File: src/jti_pkg.sv
package jti_pkg;

	localparam int POS_FRAC_BITS_DEF = 16;

	// Pi in Q32.32, rounded to nearest; the limit reset is derived from it.
	localparam logic [63:0] PI_Q32 = 64'd13493037705;
	localparam logic [63:0] MASK31 = 64'h0000_0000_7FFF_FFFF;

	localparam logic OP_START = 1'b0;
	localparam logic OP_TICK  = 1'b1;

	localparam logic MODE_LINEAR = 1'b0;
	localparam logic MODE_CUBIC  = 1'b1;

	localparam logic [1:0] STAT_OK         = 2'd0;
	localparam logic [1:0] STAT_ZERO_DUR   = 2'd1;
	localparam logic [1:0] STAT_OVER_LIMIT = 2'd2;
	localparam logic [1:0] STAT_BUSY       = 2'd3;

	localparam logic [1:0] REG_LIMIT_ONE   = 2'd0;
	localparam logic [1:0] REG_LIMIT_TWO   = 2'd1;
	localparam logic [1:0] REG_LIMIT_THREE = 2'd2;

	localparam int NUM_JOINTS = 3;
	localparam int SHAPE_BITS = 30;

	// Linear: 51 numerator bits shifted in. Cubic: 31 fraction bits.
	localparam int DIV_STEPS_LIN = 51;
	localparam int DIV_STEPS_CUB = SHAPE_BITS + 1;
	localparam int CNT_W = 6;

	typedef struct packed {
		logic               op;
		logic signed [31:0] goal_one;
		logic signed [31:0] goal_two;
		logic signed [31:0] goal_three;
		logic [15:0]        duration_ticks;
		logic               mode;
	} jti_in_t;

	typedef struct packed {
		logic [1:0]         status;
		logic signed [31:0] pos_one;
		logic signed [31:0] pos_two;
		logic signed [31:0] pos_three;
		logic               moving;
	} jti_out_t;

	typedef struct packed {
		logic mul1;
		logic mul2;
		logic dinit;
		logic dstep;
		logic fmul;
	} jti_ctl_t;

endpackage

File: src/jti_shape.sv
module jti_shape (
	input  logic             clk,
	input  jti_pkg::jti_ctl_t ctl,
	input  logic [15:0]      elapsed,
	input  logic [15:0]      len,
	output logic [47:0]      shape_num,
	output logic [47:0]      shape_den
);
	import jti_pkg::*;

	logic [31:0] t2_s1;
	logic [31:0] e2_s1;
	logic [17:0] w_s1;
	logic [47:0] num_s2;
	logic [47:0] den_s2;
	logic [49:0] num_full;

	// e^2 * (3T - 2e) stays below T^3 because e < T.
	assign num_full = e2_s1 * w_s1;

	always_ff @(posedge clk) begin
		if (ctl.mul1) begin
			t2_s1 <= len * len;
			e2_s1 <= elapsed * elapsed;
			w_s1  <= 18'({2'b00, len} + {1'b0, len, 1'b0}) - 18'({elapsed, 1'b0});
		end
		if (ctl.mul2) begin
			den_s2 <= t2_s1 * len;
			num_s2 <= num_full[47:0];
		end
	end

	assign shape_num = num_s2;
	assign shape_den = den_s2;

endmodule

File: config.mk
export PLATFORM = sky130hd
export DESIGN_NAME = jti_shape
export DESIGN_NICKNAME = d
export VERILOG_FILES = /design/src/jti_pkg.sv /design/src/jti_shape.sv
export SDC_FILE = /design/constraint.sdc
export NUM_CORES = 2
export LEC_CHECK = 0
export BUFFER_PORTS_ARGS = -buffer_cell sky130_fd_sc_hd__buf_2
export CORE_MARGIN = 3
export CORE_UTILIZATION = 65
export CTS_BUF_LIST = sky130_fd_sc_hd__clkbuf_16
export CTS_CLUSTER_DIAMETER = 30
export CTS_CLUSTER_SIZE = 16
export DETAILED_ROUTE_END_ITERATION = 10
export PLACE_DENSITY = 0.8
export SYNTH_ARGS = -nofsm -noshare
export SYNTH_HDL_FRONTEND = slang
export SYNTH_SLANG_ARGS = --single-unit
File: constraint.sdc
create_clock -name clk -period 11.8 [get_ports clk]
set_input_delay 1.18 -clock clk [delete_from_list [all_inputs] [get_ports clk]]
set_output_delay 1.18 -clock clk [all_outputs]
set_load 0.05 [all_outputs]
Word-level counts from Yosys, hierarchy flattened --
Cells that the tools add are included.
Word-level totals: bits in writable memories 0, memories 0, memory bits (read-only) 0, output and inout bits 96, register bits after elaboration 178, word-level logic and storage cells 11, input port bits 38, latch bits 0
Operators by class: add/sub/neg operators 2, $mul 4, order comparisons 0, equal/unequal tests 0, muxes and demuxes 0, shifts and indexed selects 0, reductions and logical operators 0, bitwise logic cells 0, divide/modulo/power cells 0
Operator list (count):
- multiplier 16 x 16 -> 32 bit | 2
- multiplier 32 x 16 -> 48 bit | 1
- multiplier 32 x 18 -> 48 bit | 1
- adder 16 x 17 -> 18 bit | 1
- subtractor 18 x 17 -> 18 bit | 1

Depth between registers and ports, before layout --
word-level depth 2, gate-level depth with buffers 25, gate-level depth less buffers 24

Worst setup path after synthesis --
Ideal clock, no wire load.
path type in2reg, start point input port len[1], end point register den_s2[42], in the netlist shape_den[42], data pin, required time 11624 ps, stages on the path 22, path slack 4407 ps, buffers on the path 2, arrival 7217 ps, library setup time 176 ps, path through clkbuf_1 -> clkbuf_1 -> nand2_1 -> fa_1 -> fa_1 -> fa_1 -> fa_1 -> inv_1 -> fa_1 -> inv_1 -> fa_1 -> inv_1 -> ha_1 -> nand3_1 -> nor2_1 -> a211oi_1 -> o21ai_1 -> a31oi_1 -> o21ai_1 -> o221ai_2 -> mux2_1 -> nor4_1
Between the ends: word-level cells in the longest chain between the ends 1
Ends and longest elaborated chain:
- from (decl) | RTL line jti_shape.sv:5 | input logic [15:0] len,
- multiplier 32 x 16 -> 48 bit | RTL line jti_shape.sv:28 | den_s2 <= t2_s1 * len;
- to (signal assigned) | RTL line jti_shape.sv:28
- to (decl) | RTL line jti_shape.sv:15 | logic [47:0] den_s2;
No other way between the ends. A chain may end at the register's enable or synchronous reset.

Final worst setup path --
start point input port len[5], end point register den_s2[42], in the netlist shape_den[42], data pin
Same word-level chain as after synthesis.

==> reports/results.txt <==
Min Tclk post-route - 8.34 ns
Worst Path Max Fanout - 24
Fmax - 120 MHz
Pre-antenna DRT Iters - 5
Largest net degree at the start of global routing - 75
Routed Antenna Nets - 0
Count of pins over their slew limit - 0
Worst-skew pair later-pin latency - 0.54 ns
Avg Cell Area, Syn - 9.28 sq um
Crit end category - register
Reg-to-Reg End - shape_num[41]$_DFFE_PP_
Number of buffers on the longest clock path - 2
Initial Util - 65.8%
Top Usage Layer GRT - met2
Worst Clk Skew - 0.0317 ns
Status - completed
Nets - 7,532
Reg2reg path depth - 20
Filler cells - 6,254
Chip Height - 295 microns
Post-synth cell types - 78
First-pass GRT wire length - 215 mm
Post-DP HPWL - 100 mm
Hold Path Class - in -> reg
Worst Hold Path Cells - 1
RSZ-0062 raised after global routing - no
Reg2reg setup slack - 3.52 ns
Post-synth EDFFs - 175
Total CTS buffers - 17
Residual DRC - 0
Wire length per cell - 18.5 microns
Measured slew at the worst slew-check pin - 1.17 ns
GRT Util Overall - 31.5%
Yosys reg bits - 175
Vias - 38,951
Slew Limit Headroom - 21.8%
Root Buffer - clkbuf_16
WP data required - 12.13 ns
H-tree Lvls - 4
Cts-stage hold buffer count - 0
Die area - 0.0869 sq mm
Tcrit/Tclk final - 70.7%
Initial DRC count - 2,632
Vias in the first global route - 42,928
Mapped Cells - 5,836
Yosys warns - 0
Maxcap violations - 0
DRT Wirelength - 127 mm
Fraction of layout cells with a size suffix above 1 - 4.00%
Synthesis-to-layout area growth - 3.96%
Boundary Pins - 134
Worst r2r src - e2_s1[14]$_DFFE_PP_
Post-Syn Area - 0.0542 sq mm
Final Setup Violations - 0
CTS tree - yes
Met2 Usage GRT - 52.5%
Clock Sink Count - 175
Die width - 295 microns
Crit Path Class - in -> reg
Port Buffers - 130
Sequential share of the synthesized area - 9.70%
Grt ovf - 0
Most used DFF post-synth - edfxtp_1
Clk pin slew, worst setup/hold paths - 0.08 ns
Post-CTS Setup Inserts - 0
Top post-synthesis cells by area - fa_1 (45%), ha_1 (11%), inv_1 (10%), edfxtp_1 (9.7%), nand2_1 (5.6%)
Met3 usage - 6.50%
Met1 Use GR - 41.7%
Initial antenna violation count - 6
GP Congestion - 0.901
Setup TNS Final - 0 ns
CP startpoint kind - primary input
Final Hold Vio Count - 0
Post-synth top area cell - fa_1
Arrival @ worst endpoint - 8.67 ns
Top cell type's share of synthesized area - 45.3%
Core footprint - 0.0824 sq mm
Via-per-instance ratio - 5.65
Sink of the worst hold path - t2_s1[28]$_DFFE_PP_
Hold Path Origin - ctl[4]
FP Rows - 105
Asr flop ratio synth - 0%
PostCTS Resize Cnt - 0
[Yosys cell counts, drive strengths merged, types with 8 or more instances]
cell	n
nor2b	14
and3	13
a21o	78
o21ai	72
ha	460
or3	11
nand3	26
a2111oi	8
a211oi	19
nand2	809
edfxtp	175
nor3	25
nand4	13
o31ai	9
clkbuf	227
xor2	54
inv	1514
xnor2	116
o21a	23
and2	476
o211ai	12
nand2b	19
or2	10
fa	1225
a21oi	132
a31oi	18
nor2	157
o21bai	23
clkinv	10
[sequential cells by signal (all words and copies together), names as in the netlist]
signal     cells
shape_num     48
shape_den     48
w_s1          17
e2_s1         31
t2_s1         31
[metrics by stage]
| stage | hold slack [ns] | utilization (%) | worst slack [ns] | instances | cell area, sq um |
|---|---|---|---|---|---|
| finish | 0.902 | 68.4 | 3.46 | 6894 | 56300 |
| global route | 0.898 | 68.4 | 3.17 | 6892 | 56300 |
| CTS | 0.880 | 68.4 | 3.50 | 6892 | 56300 |
| detailed placement | 0.993 | 67.6 | 2.99 | 6860 | 55700 |
| global placement | 0.987 | 67.6 | 3.05 | 6860 | 55700 |
| floorplan | 0.624 | - | 4.41 | 5850 | 54200 |
[metal layers]
layer / part of all wire [%] / vias up / wire length (microns)
li1: - / 17138 / -
met1: 40 / 19838 / 50400
met2: 48 / 1640 / 61600
met3: 8.8 / 333 / 11200
met4: 3.3 / 2 / 4250
met5: 0.0086 / - / 11
[cell type report]
type | instances | area (sq um) | area share [%]
repair buffers | 173 | 978 | 1.74
inverters | 1524 | 5720 | 10.2
diodes | 2 | 5.00 | 0.00888
clock inverters | 15 | 219 | 0.389
flip-flops and latches | 175 | 5260 | 9.33
well taps | 1070 | 1340 | 2.38
clock buffers | 17 | 425 | 0.755
multi-input cells | 3918 | 42400 | 75.2
[how the worst max path moves through the flow]
stage	from	to	slack [ns]	cells after the start
2_1_floorplan	len[1]	shape_den[42]$_DFFE_PP_	4.41	22
3_3_place_gp	len[5]	shape_den[42]$_DFFE_PP_	3.05	23
3_5_place_dp	len[5]	shape_den[42]$_DFFE_PP_	2.99	23
4_1_cts	len[5]	shape_den[42]$_DFFE_PP_	3.50	23
5_1_grt	len[5]	shape_den[42]$_DFFE_PP_	3.17	23
6_report	len[5]	shape_den[42]$_DFFE_PP_	3.46	23
[critical path, cell delays in order]
cell	delay [ns]
buf_2	0.43
buf_4	0.39
and2_1	0.20
fa_1	0.42
inv_1	0.08
fa_1	0.43
fa_1	0.50
fa_1	0.54
inv_1	0.05
fa_1	0.47
inv_1	0.05
fa_1	0.47
inv_1	0.04
ha_1	0.34
a21oi_1	0.14
o21ai_0	0.09
a211oi_1	0.53
o21ai_1	0.31
a31oi_1	0.60
o21ai_1	0.19
o221ai_2	0.52
mux2_1	0.37
nor4_1	0.29
[placed cells by master (no fill, tap or decap), drive strengths merged, types with 5 or more instances in the layout]
master and count:
a21oi 132, a21o 78, o21bai 23, a31oi 18
xor2 54, inv 1522, buf 173, nand2b 19
o21a 23, o211ai 12, nor3 25, a211oi 19
nor2 157, xnor2 116, and3 13, edfxtp 175
clkinv 13, conb 16, nand4 13, or3 11
nand2 809, fa 1225, o31ai 9, nor4 5
nor2b 14, and2 476, clkbuf 17, ha 460
o2111ai 7, o21ai 72, nand3 26, or2 10
a21boi 5, a2111oi 8, and4 5
[kinds of logic (layout without fill, tap and decap cells)]
group / Yosys count / count (layout) / share of synthesized area (%)
other: 2 / 18 / 0.0139
and+or+nand+nor: 1598 / 1598 / 14.0
AOI/OAI and AO/OA: 445 / 445 / 5.45
DFF: 175 / 175 / 9.70
buffers and inverters: 1757 / 1729 / 12.2
xor gates and xnor gates: 170 / 170 / 2.75
muxes: 4 / 4 / 0.0808
adders and majority gates: 1685 / 1685 / 55.9
Power is left out: the tool's default activity adds up to more than one toggle a clock period on the data nets, which glitch-free logic cannot reach.
