[src/jti_pkg.sv]
package jti_pkg;

	localparam int POS_FRAC_BITS_DEF = 16;

	// Pi in Q32.32, rounded to nearest; the limit reset is derived from it.
	localparam logic [63:0] PI_Q32 = 64'd13493037705;
	localparam logic [63:0] MASK31 = 64'h0000_0000_7FFF_FFFF;

	localparam logic OP_START = 1'b0;
	localparam logic OP_TICK  = 1'b1;

	localparam logic MODE_LINEAR = 1'b0;
	localparam logic MODE_CUBIC  = 1'b1;

	localparam logic [1:0] STAT_OK         = 2'd0;
	localparam logic [1:0] STAT_ZERO_DUR   = 2'd1;
	localparam logic [1:0] STAT_OVER_LIMIT = 2'd2;
	localparam logic [1:0] STAT_BUSY       = 2'd3;

	localparam logic [1:0] REG_LIMIT_ONE   = 2'd0;
	localparam logic [1:0] REG_LIMIT_TWO   = 2'd1;
	localparam logic [1:0] REG_LIMIT_THREE = 2'd2;

	localparam int NUM_JOINTS = 3;
	localparam int SHAPE_BITS = 30;

	// Linear: 51 numerator bits shifted in. Cubic: 31 fraction bits.
	localparam int DIV_STEPS_LIN = 51;
	localparam int DIV_STEPS_CUB = SHAPE_BITS + 1;
	localparam int CNT_W = 6;

	typedef struct packed {
		logic               op;
		logic signed [31:0] goal_one;
		logic signed [31:0] goal_two;
		logic signed [31:0] goal_three;
		logic [15:0]        duration_ticks;
		logic               mode;
	} jti_in_t;

	typedef struct packed {
		logic [1:0]         status;
		logic signed [31:0] pos_one;
		logic signed [31:0] pos_two;
		logic signed [31:0] pos_three;
		logic               moving;
	} jti_out_t;

	typedef struct packed {
		logic mul1;
		logic mul2;
		logic dinit;
		logic dstep;
		logic fmul;
	} jti_ctl_t;

endpackage

[src/jti_lane.sv]
module jti_lane (
	input  logic               clk,
	input  jti_pkg::jti_ctl_t  ctl,
	input  logic               mode,
	input  logic signed [32:0] delta,
	input  logic signed [31:0] start_pos,
	input  logic [15:0]        elapsed,
	input  logic [15:0]        len,
	input  logic [47:0]        shape_num,
	input  logic [47:0]        shape_den,
	output logic signed [31:0] pos
);
	import jti_pkg::*;

	logic [32:0] mag_s1;
	logic [48:0] me_s2;
	logic [47:0] rem_q;
	logic [50:0] shin_q;
	logic [47:0] dvs_q;
	logic [33:0] quo_q;
	logic [63:0] prod_q;

	logic [32:0] mag;
	logic [48:0] rem2;
	logic        ge;
	logic [30:0] qs;
	logic [63:0] rnd;
	logic [32:0] off;
	logic [33:0] base;
	logic [33:0] sum;

	assign mag  = delta[32] ? 33'(-delta) : 33'(delta);
	assign rem2 = {rem_q, shin_q[50]};
	assign ge   = rem2 >= {1'b0, dvs_q};
	assign qs   = 31'((35'(quo_q) + 35'd1) >> 1);
	assign rnd  = prod_q + (64'd1 << (SHAPE_BITS - 1));

	always_ff @(posedge clk) begin
		if (ctl.mul1) begin
			mag_s1 <= mag;
		end
		if (ctl.mul2) begin
			me_s2 <= mag_s1 * elapsed;
		end
		if (ctl.dinit) begin
			quo_q <= '0;
			if (mode == MODE_CUBIC) begin
				rem_q  <= shape_num;
				shin_q <= '0;
				dvs_q  <= shape_den;
			end else begin
				// Rounded quotient: (2*|dx|*e + T) / (2T).
				rem_q  <= '0;
				shin_q <= 51'({me_s2, 1'b0}) + 51'(len);
				dvs_q  <= 48'({len, 1'b0});
			end
		end
		if (ctl.dstep) begin
			rem_q  <= ge ? 48'(rem2 - {1'b0, dvs_q}) : rem2[47:0];
			shin_q <= {shin_q[49:0], 1'b0};
			quo_q  <= {quo_q[32:0], ge};
		end
		if (ctl.fmul) begin
			prod_q <= mag_s1 * qs;
		end
	end

	always_comb begin
		if (mode == MODE_CUBIC) begin
			off = rnd[SHAPE_BITS +: 33];
		end else begin
			off = quo_q[32:0];
		end
		base = {{2{start_pos[31]}}, start_pos};
		sum  = delta[32] ? base - {1'b0, off} : base + {1'b0, off};
	end

	assign pos = sum[31:0];

endmodule
[config.mk]
export PLATFORM = sky130hd
export DESIGN_NAME = jti_lane
export DESIGN_NICKNAME = d
export VERILOG_FILES = /design/src/jti_pkg.sv /design/src/jti_lane.sv
export SDC_FILE = /design/constraint.sdc
export NUM_CORES = 2
export LEC_CHECK = 0
export ABC_AREA = 1
export BUFFER_PORTS_ARGS = -buffer_cell sky130_fd_sc_hd__buf_2
export CAP_MARGIN = 25
export CORE_ASPECT_RATIO = 0.9
export CORE_UTILIZATION = 65
export DETAILED_ROUTE_END_ITERATION = 7
export HOLD_SLACK_MARGIN = 0.06
export PLACE_DENSITY = 0.82
export SYNTH_ARGS = -nofsm -noshare
export SYNTH_HDL_FRONTEND = slang
export SYNTH_SLANG_ARGS = --single-unit
[constraint.sdc]
create_clock -name clk -period 9.7 [get_ports clk]
set_input_delay 0.97 -clock clk [delete_from_list [all_inputs] [get_ports clk]]
set_output_delay 0.97 -clock clk [all_outputs]
set_load 0.01 [all_outputs]
Word level (Yosys, flattened, before mapping):

Cells that the tools add are included.

* add/sub/neg operators: 7
* $mul: 2
* order comparisons: 1
* multiplexer cells: 13
* reduce and logical (&&, ||, !) cells: 1

Operators by type and width (number)
* 48-bit 2-to-1 mux: 4
* 32-bit 2-to-1 mux: 5
* 51-bit 2-to-1 mux: 3
* 62-bit by 30-bit adder with 62-bit output, second input constant: 1
* 33-bit by 31-bit multiplier with 62-bit output: 1
* 50-bit by 16-bit adder with 51-bit output: 1
* 49-bit by 48-bit >= comparator with 1-bit output: 1
* 33-bit by 16-bit multiplier with 49-bit output: 1
* 48-bit subtractor: 1
* 33-bit negator: 1
* 32-bit by 1-bit adder with 32-bit output, second input constant: 1
* 32-bit adder: 1
* 32-bit subtractor: 1
* 17-bit 2-to-1 mux: 1
* 2-bit nonzero test: 1

* register bits after elaboration: 323
* bits of input ports: 200
* output and inout port bits: 32
* logic and storage cells: 34

Logic depth before layout (Yosys ltp):

* word-level depth: 4
* mapped depth: 43

Worst setup path before layout:

No wires, ideal clock.

* path type: flip-flop to flip-flop
* start point: register quo_q[0]
* end point: register prod_q[60], data pin
* arrival time: 7.361 ns
* data required time: 9.448 ns
* setup slack: 2.087 ns
* cell stages (with the launch flop): 37
* clock period less this slack: 7.613 ns
* cells stage by stage: edfxtp_1 -> ha_1 -> nand2_2 -> nor2_4 -> nand3_4 -> nor2_4 -> inv_2 -> nor3_4 -> inv_2 -> nor2_4 -> nand3_2 -> nor2_2 -> inv_2 -> o21ai_4 -> buf_2 -> nand3_1 -> fa_1 -> inv_1 -> fa_1 -> fa_1 -> fa_1 -> fa_1 -> fa_1 -> fa_1 -> inv_1 -> fa_1 -> inv_1 -> ha_1 -> a21o_1 -> a31oi_1 -> o21ai_0 -> nand2_1 -> nand2_1 -> a221oi_1 -> nand2_1 -> nand2_1 -> nand2_1

* longest elaborated chain between the ends: 2

RTL lines
* start, declared: line jti_lane.sv:20 `logic [33:0] quo_q;`
* start signal, assigned: line jti_lane.sv:61 `quo_q <= {quo_q[32:0], ge};`
* 32-bit by 1-bit adder with 32-bit output: line jti_lane.sv:35 `assign qs = 31'((35'(quo_q) + 35'd1) >> 1);`
* 33-bit by 31-bit multiplier with 62-bit output: line jti_lane.sv:64 `prod_q <= mag_s1 * qs;`
* end signal, assigned: line jti_lane.sv:64
* end, declared: line jti_lane.sv:21 `logic [63:0] prod_q;`

Every way passes these cells.
A chain may end at the register's enable or synchronous reset.

Worst setup path after layout:

* start point: register quo_q[2]
* end point: register prod_q[51], data pin

Same word-level chain as after synthesis.

==> reports/metrics.csv <==
metric;value;unit
status;complete, no violations;
skew final;0.0679;ns
critical path fanouts, max;16;
Avg Inst Size Synth;7.72;sq um
Mapped Area;71300;sq um
Detailed Place HPWL;187000;um
Num CTS Buffers;37;
Total Wirelength;233000;um
Clock Tree Buf Depth;3;
multiplexer area fraction after synthesis;0;%
Port Buf Inserts;231;
Synth warnings;0;
Initial Utilization;66.0;%
Worst Tran Pin Value;1.11;ns
GRT overflow;0;
Post-layout nets;11200;
drt pass-1 iters;6;
grt met1 use;57.9;%
Fin. Hold Viols;0;
first-pass GRT wire length;359000;um
Area growth syn-to-layout;5.41;%
# hold bufs at CTS;0;
count of unique library cells instantiated by Yosys;60;
Die Y;316;um
Worst-path clk slew;0.07;ns
GR Layer Usage met2;64.0;%
setup TNS;0;ns
maxcap violations;0;
synth top area cells;fa_1 37%, nand2_1 13%, edfxtp_1 12%;
Relative slew margins;26.3;%
Setup CP Type;reg2reg;
vias in the first global route;64400;
main combinational cell family by area after synthesis;adder cells;
CP startpoint kind;register;
Achievable Freq;109;MHz
clock insertion delay at the later pin of the skew report;0.65;ns
WP data required;10.07;ns
fin worst setup slack;0.557;ns
IO Count;232;
CP Capture Type;register;
Synth Area in Adders;45.4;%
gr busiest metal;met2;
Buffers & Inverters on Critical Path;6;
Final Max Tran Viols;0;
share of layout cells above drive strength 1;5.24;%
DRT iter0 DRCs;7583;
Tot GR Track Use;42.6;%
vias per inst;5.86;
RSZ-0062 raised after global routing;no;
period utilization;94.3;%
post-cts resize count;0;
Post-Syn Instances;9228;
# rows;114;
Clock Sinks;294;
Finish-stage setup viols;0;
Routed Antenna Nets;0;
post-synthesis xor/xnor area fraction;2.36;%
CTS Root Cell;clkbuf_16;
sequential share of the synthesized area;12.4;%
critical path's largest stage delay;0.61;ns
final worst path period need;9.14;ns
initial antenna violation count;16;
DRC violations left;0;
CORE AREA;108000;sq um
Synthesized Nets;11200;
Top FF cell, synth;edfxtp_1;
hold slack;0.490;ns
TritonCTS clock tree;yes;
global-route met3 utilization;12.0;%
critical path data arrival time;9.52;ns
Yosys top cell by area;fa_1;
asr flop ratio synth;0;%
crit path max-delay cell type;clkinvlp_4;
Min-Delay Path Class;reg2reg;
EDFF count, synth;293;
FF+latch count, synth;294;
H-Tree Depth;2;
largest net degree at the start of global routing;81;
postcts setup bufs;0;
post-synthesis simple-gate area fraction;21.5;%
Avg WL per Cell;21.7;um
DR vias;62900;
Die Width;351;um
GP Congestion;1.05;
Compound-Gate Fraction of Synth Area;5.43;%
post-synth top area share;37.3;%
Die Area;111000;sq um
post-placement setup slack;0.612;ns
largest delay contributor family on the critical path;adder cells;
cell usage after synthesis, drive strengths merged, types with 3 or more instances:
| library cell | instances |
|---|---|
| edfxtp | 293 |
| nor2 | 891 |
| o21ai | 268 |
| nand3b | 9 |
| fa | 1328 |
| and3 | 6 |
| nand4 | 68 |
| inv | 2061 |
| a32o | 3 |
| a221oi | 5 |
| or2 | 19 |
| ha | 458 |
| o211ai | 16 |
| xnor2 | 75 |
| nor3 | 81 |
| a21boi | 14 |
| a31oi | 27 |
| a21o | 34 |
| nor4 | 26 |
| o21a | 10 |
| o21bai | 35 |
| clkinv | 13 |
| a21oi | 274 |
| buf | 72 |
| clkbuf | 286 |
| xor2 | 116 |
| nand2 | 2451 |
| nand3 | 273 |
cell type report:
class,count,area [sq um]
multi-input combinational,6502,53200
fill,8804,32900
sequential,294,8820
inverter,2074,7790
timing repair buffer,342,2130
tap,1450,1810
clock buffer,40,958
clock inverter,26,335
antenna,10,25.0
placed cells by master, fill, tap and decap left out, types with 27 or more instances in the layout:
master / instances
nand2_1: 2443
inv_1: 2042
fa_1: 1328
nor2_1: 867
ha_1: 458
edfxtp_1: 293
a21oi_1: 274
nand3_1: 268
o21ai_0: 260
buf_2: 229
xor2_1: 115
buf_4: 105
nor3_1: 76
xnor2_1: 75
nand4_1: 68
clkbuf_16: 38
o21bai_1: 35
a21o_1: 34
a31oi_1: 27
worst reg2reg max path: cells and delay by family, from the launching register on:
kind	cells	cell delay (ns)
DFF	1	0.44
buffers and inverters	6	1.03
xor gates and xnor gates	1	0.14
adders and majority gates	9	4.24
AOI/OAI and AO/OA	3	1.00
and+or+nand+nor	14	2.05
cells by family (layout without fill, tap and decap cells):
group / count (synthesis) / in the layout
simple gates: 3830 / 3830
buf+inv: 2432 / 2482
fa+ha+maj: 1786 / 1786
compound gates: 695 / 695
flops: 294 / 294
xor+xnor: 191 / 191
other cells: 0 / 10
through the flow:
stage               area (sq um)  utilization (%)  cells
floorplan                  71300                -   9228
global placement           73600             68.2  10700
detailed placement         73700             68.3  10700
CTS                        75000             69.5  10700
global route               75100             69.6  10700
finish                     75100             69.6  10700
worst paths after layout:
| kind | to | slack [ns] | cells past startpoint | from |
|---|---|---|---|---|
| min reg2reg | shin_q[49]$_DFFE_PP_ | 0.49 | 2 | shin_q[48]$_DFFE_PP_ |
| max | prod_q[51]$_DFFE_PP_ | 0.56 | 33 | quo_q[2]$_SDFFCE_PN0P_ |
| max reg2reg | prod_q[51]$_DFFE_PP_ | 0.56 | 33 | quo_q[2]$_SDFFCE_PN0P_ |
| min | shin_q[49]$_DFFE_PP_ | 0.49 | 2 | shin_q[48]$_DFFE_PP_ |
layer usage:
layer / vias to the layer above / wire length [um]
met5: - / 34
met4: 4 / 11500
met3: 743 / 31400
met2: 4008 / 101000
met1: 30600 / 89400
li1: 27600 / -
state kept, by name, summed over array words and instances (netlist names):
name / count
prod_q: 33
mag_s1: 33
dvs_q: 48
rem_q: 48
shin_q: 51
me_s2: 49
quo_q: 32
Power is left out: the tool's default activity adds up to more than one toggle a clock period on the data nets, which glitch-free logic cannot reach.
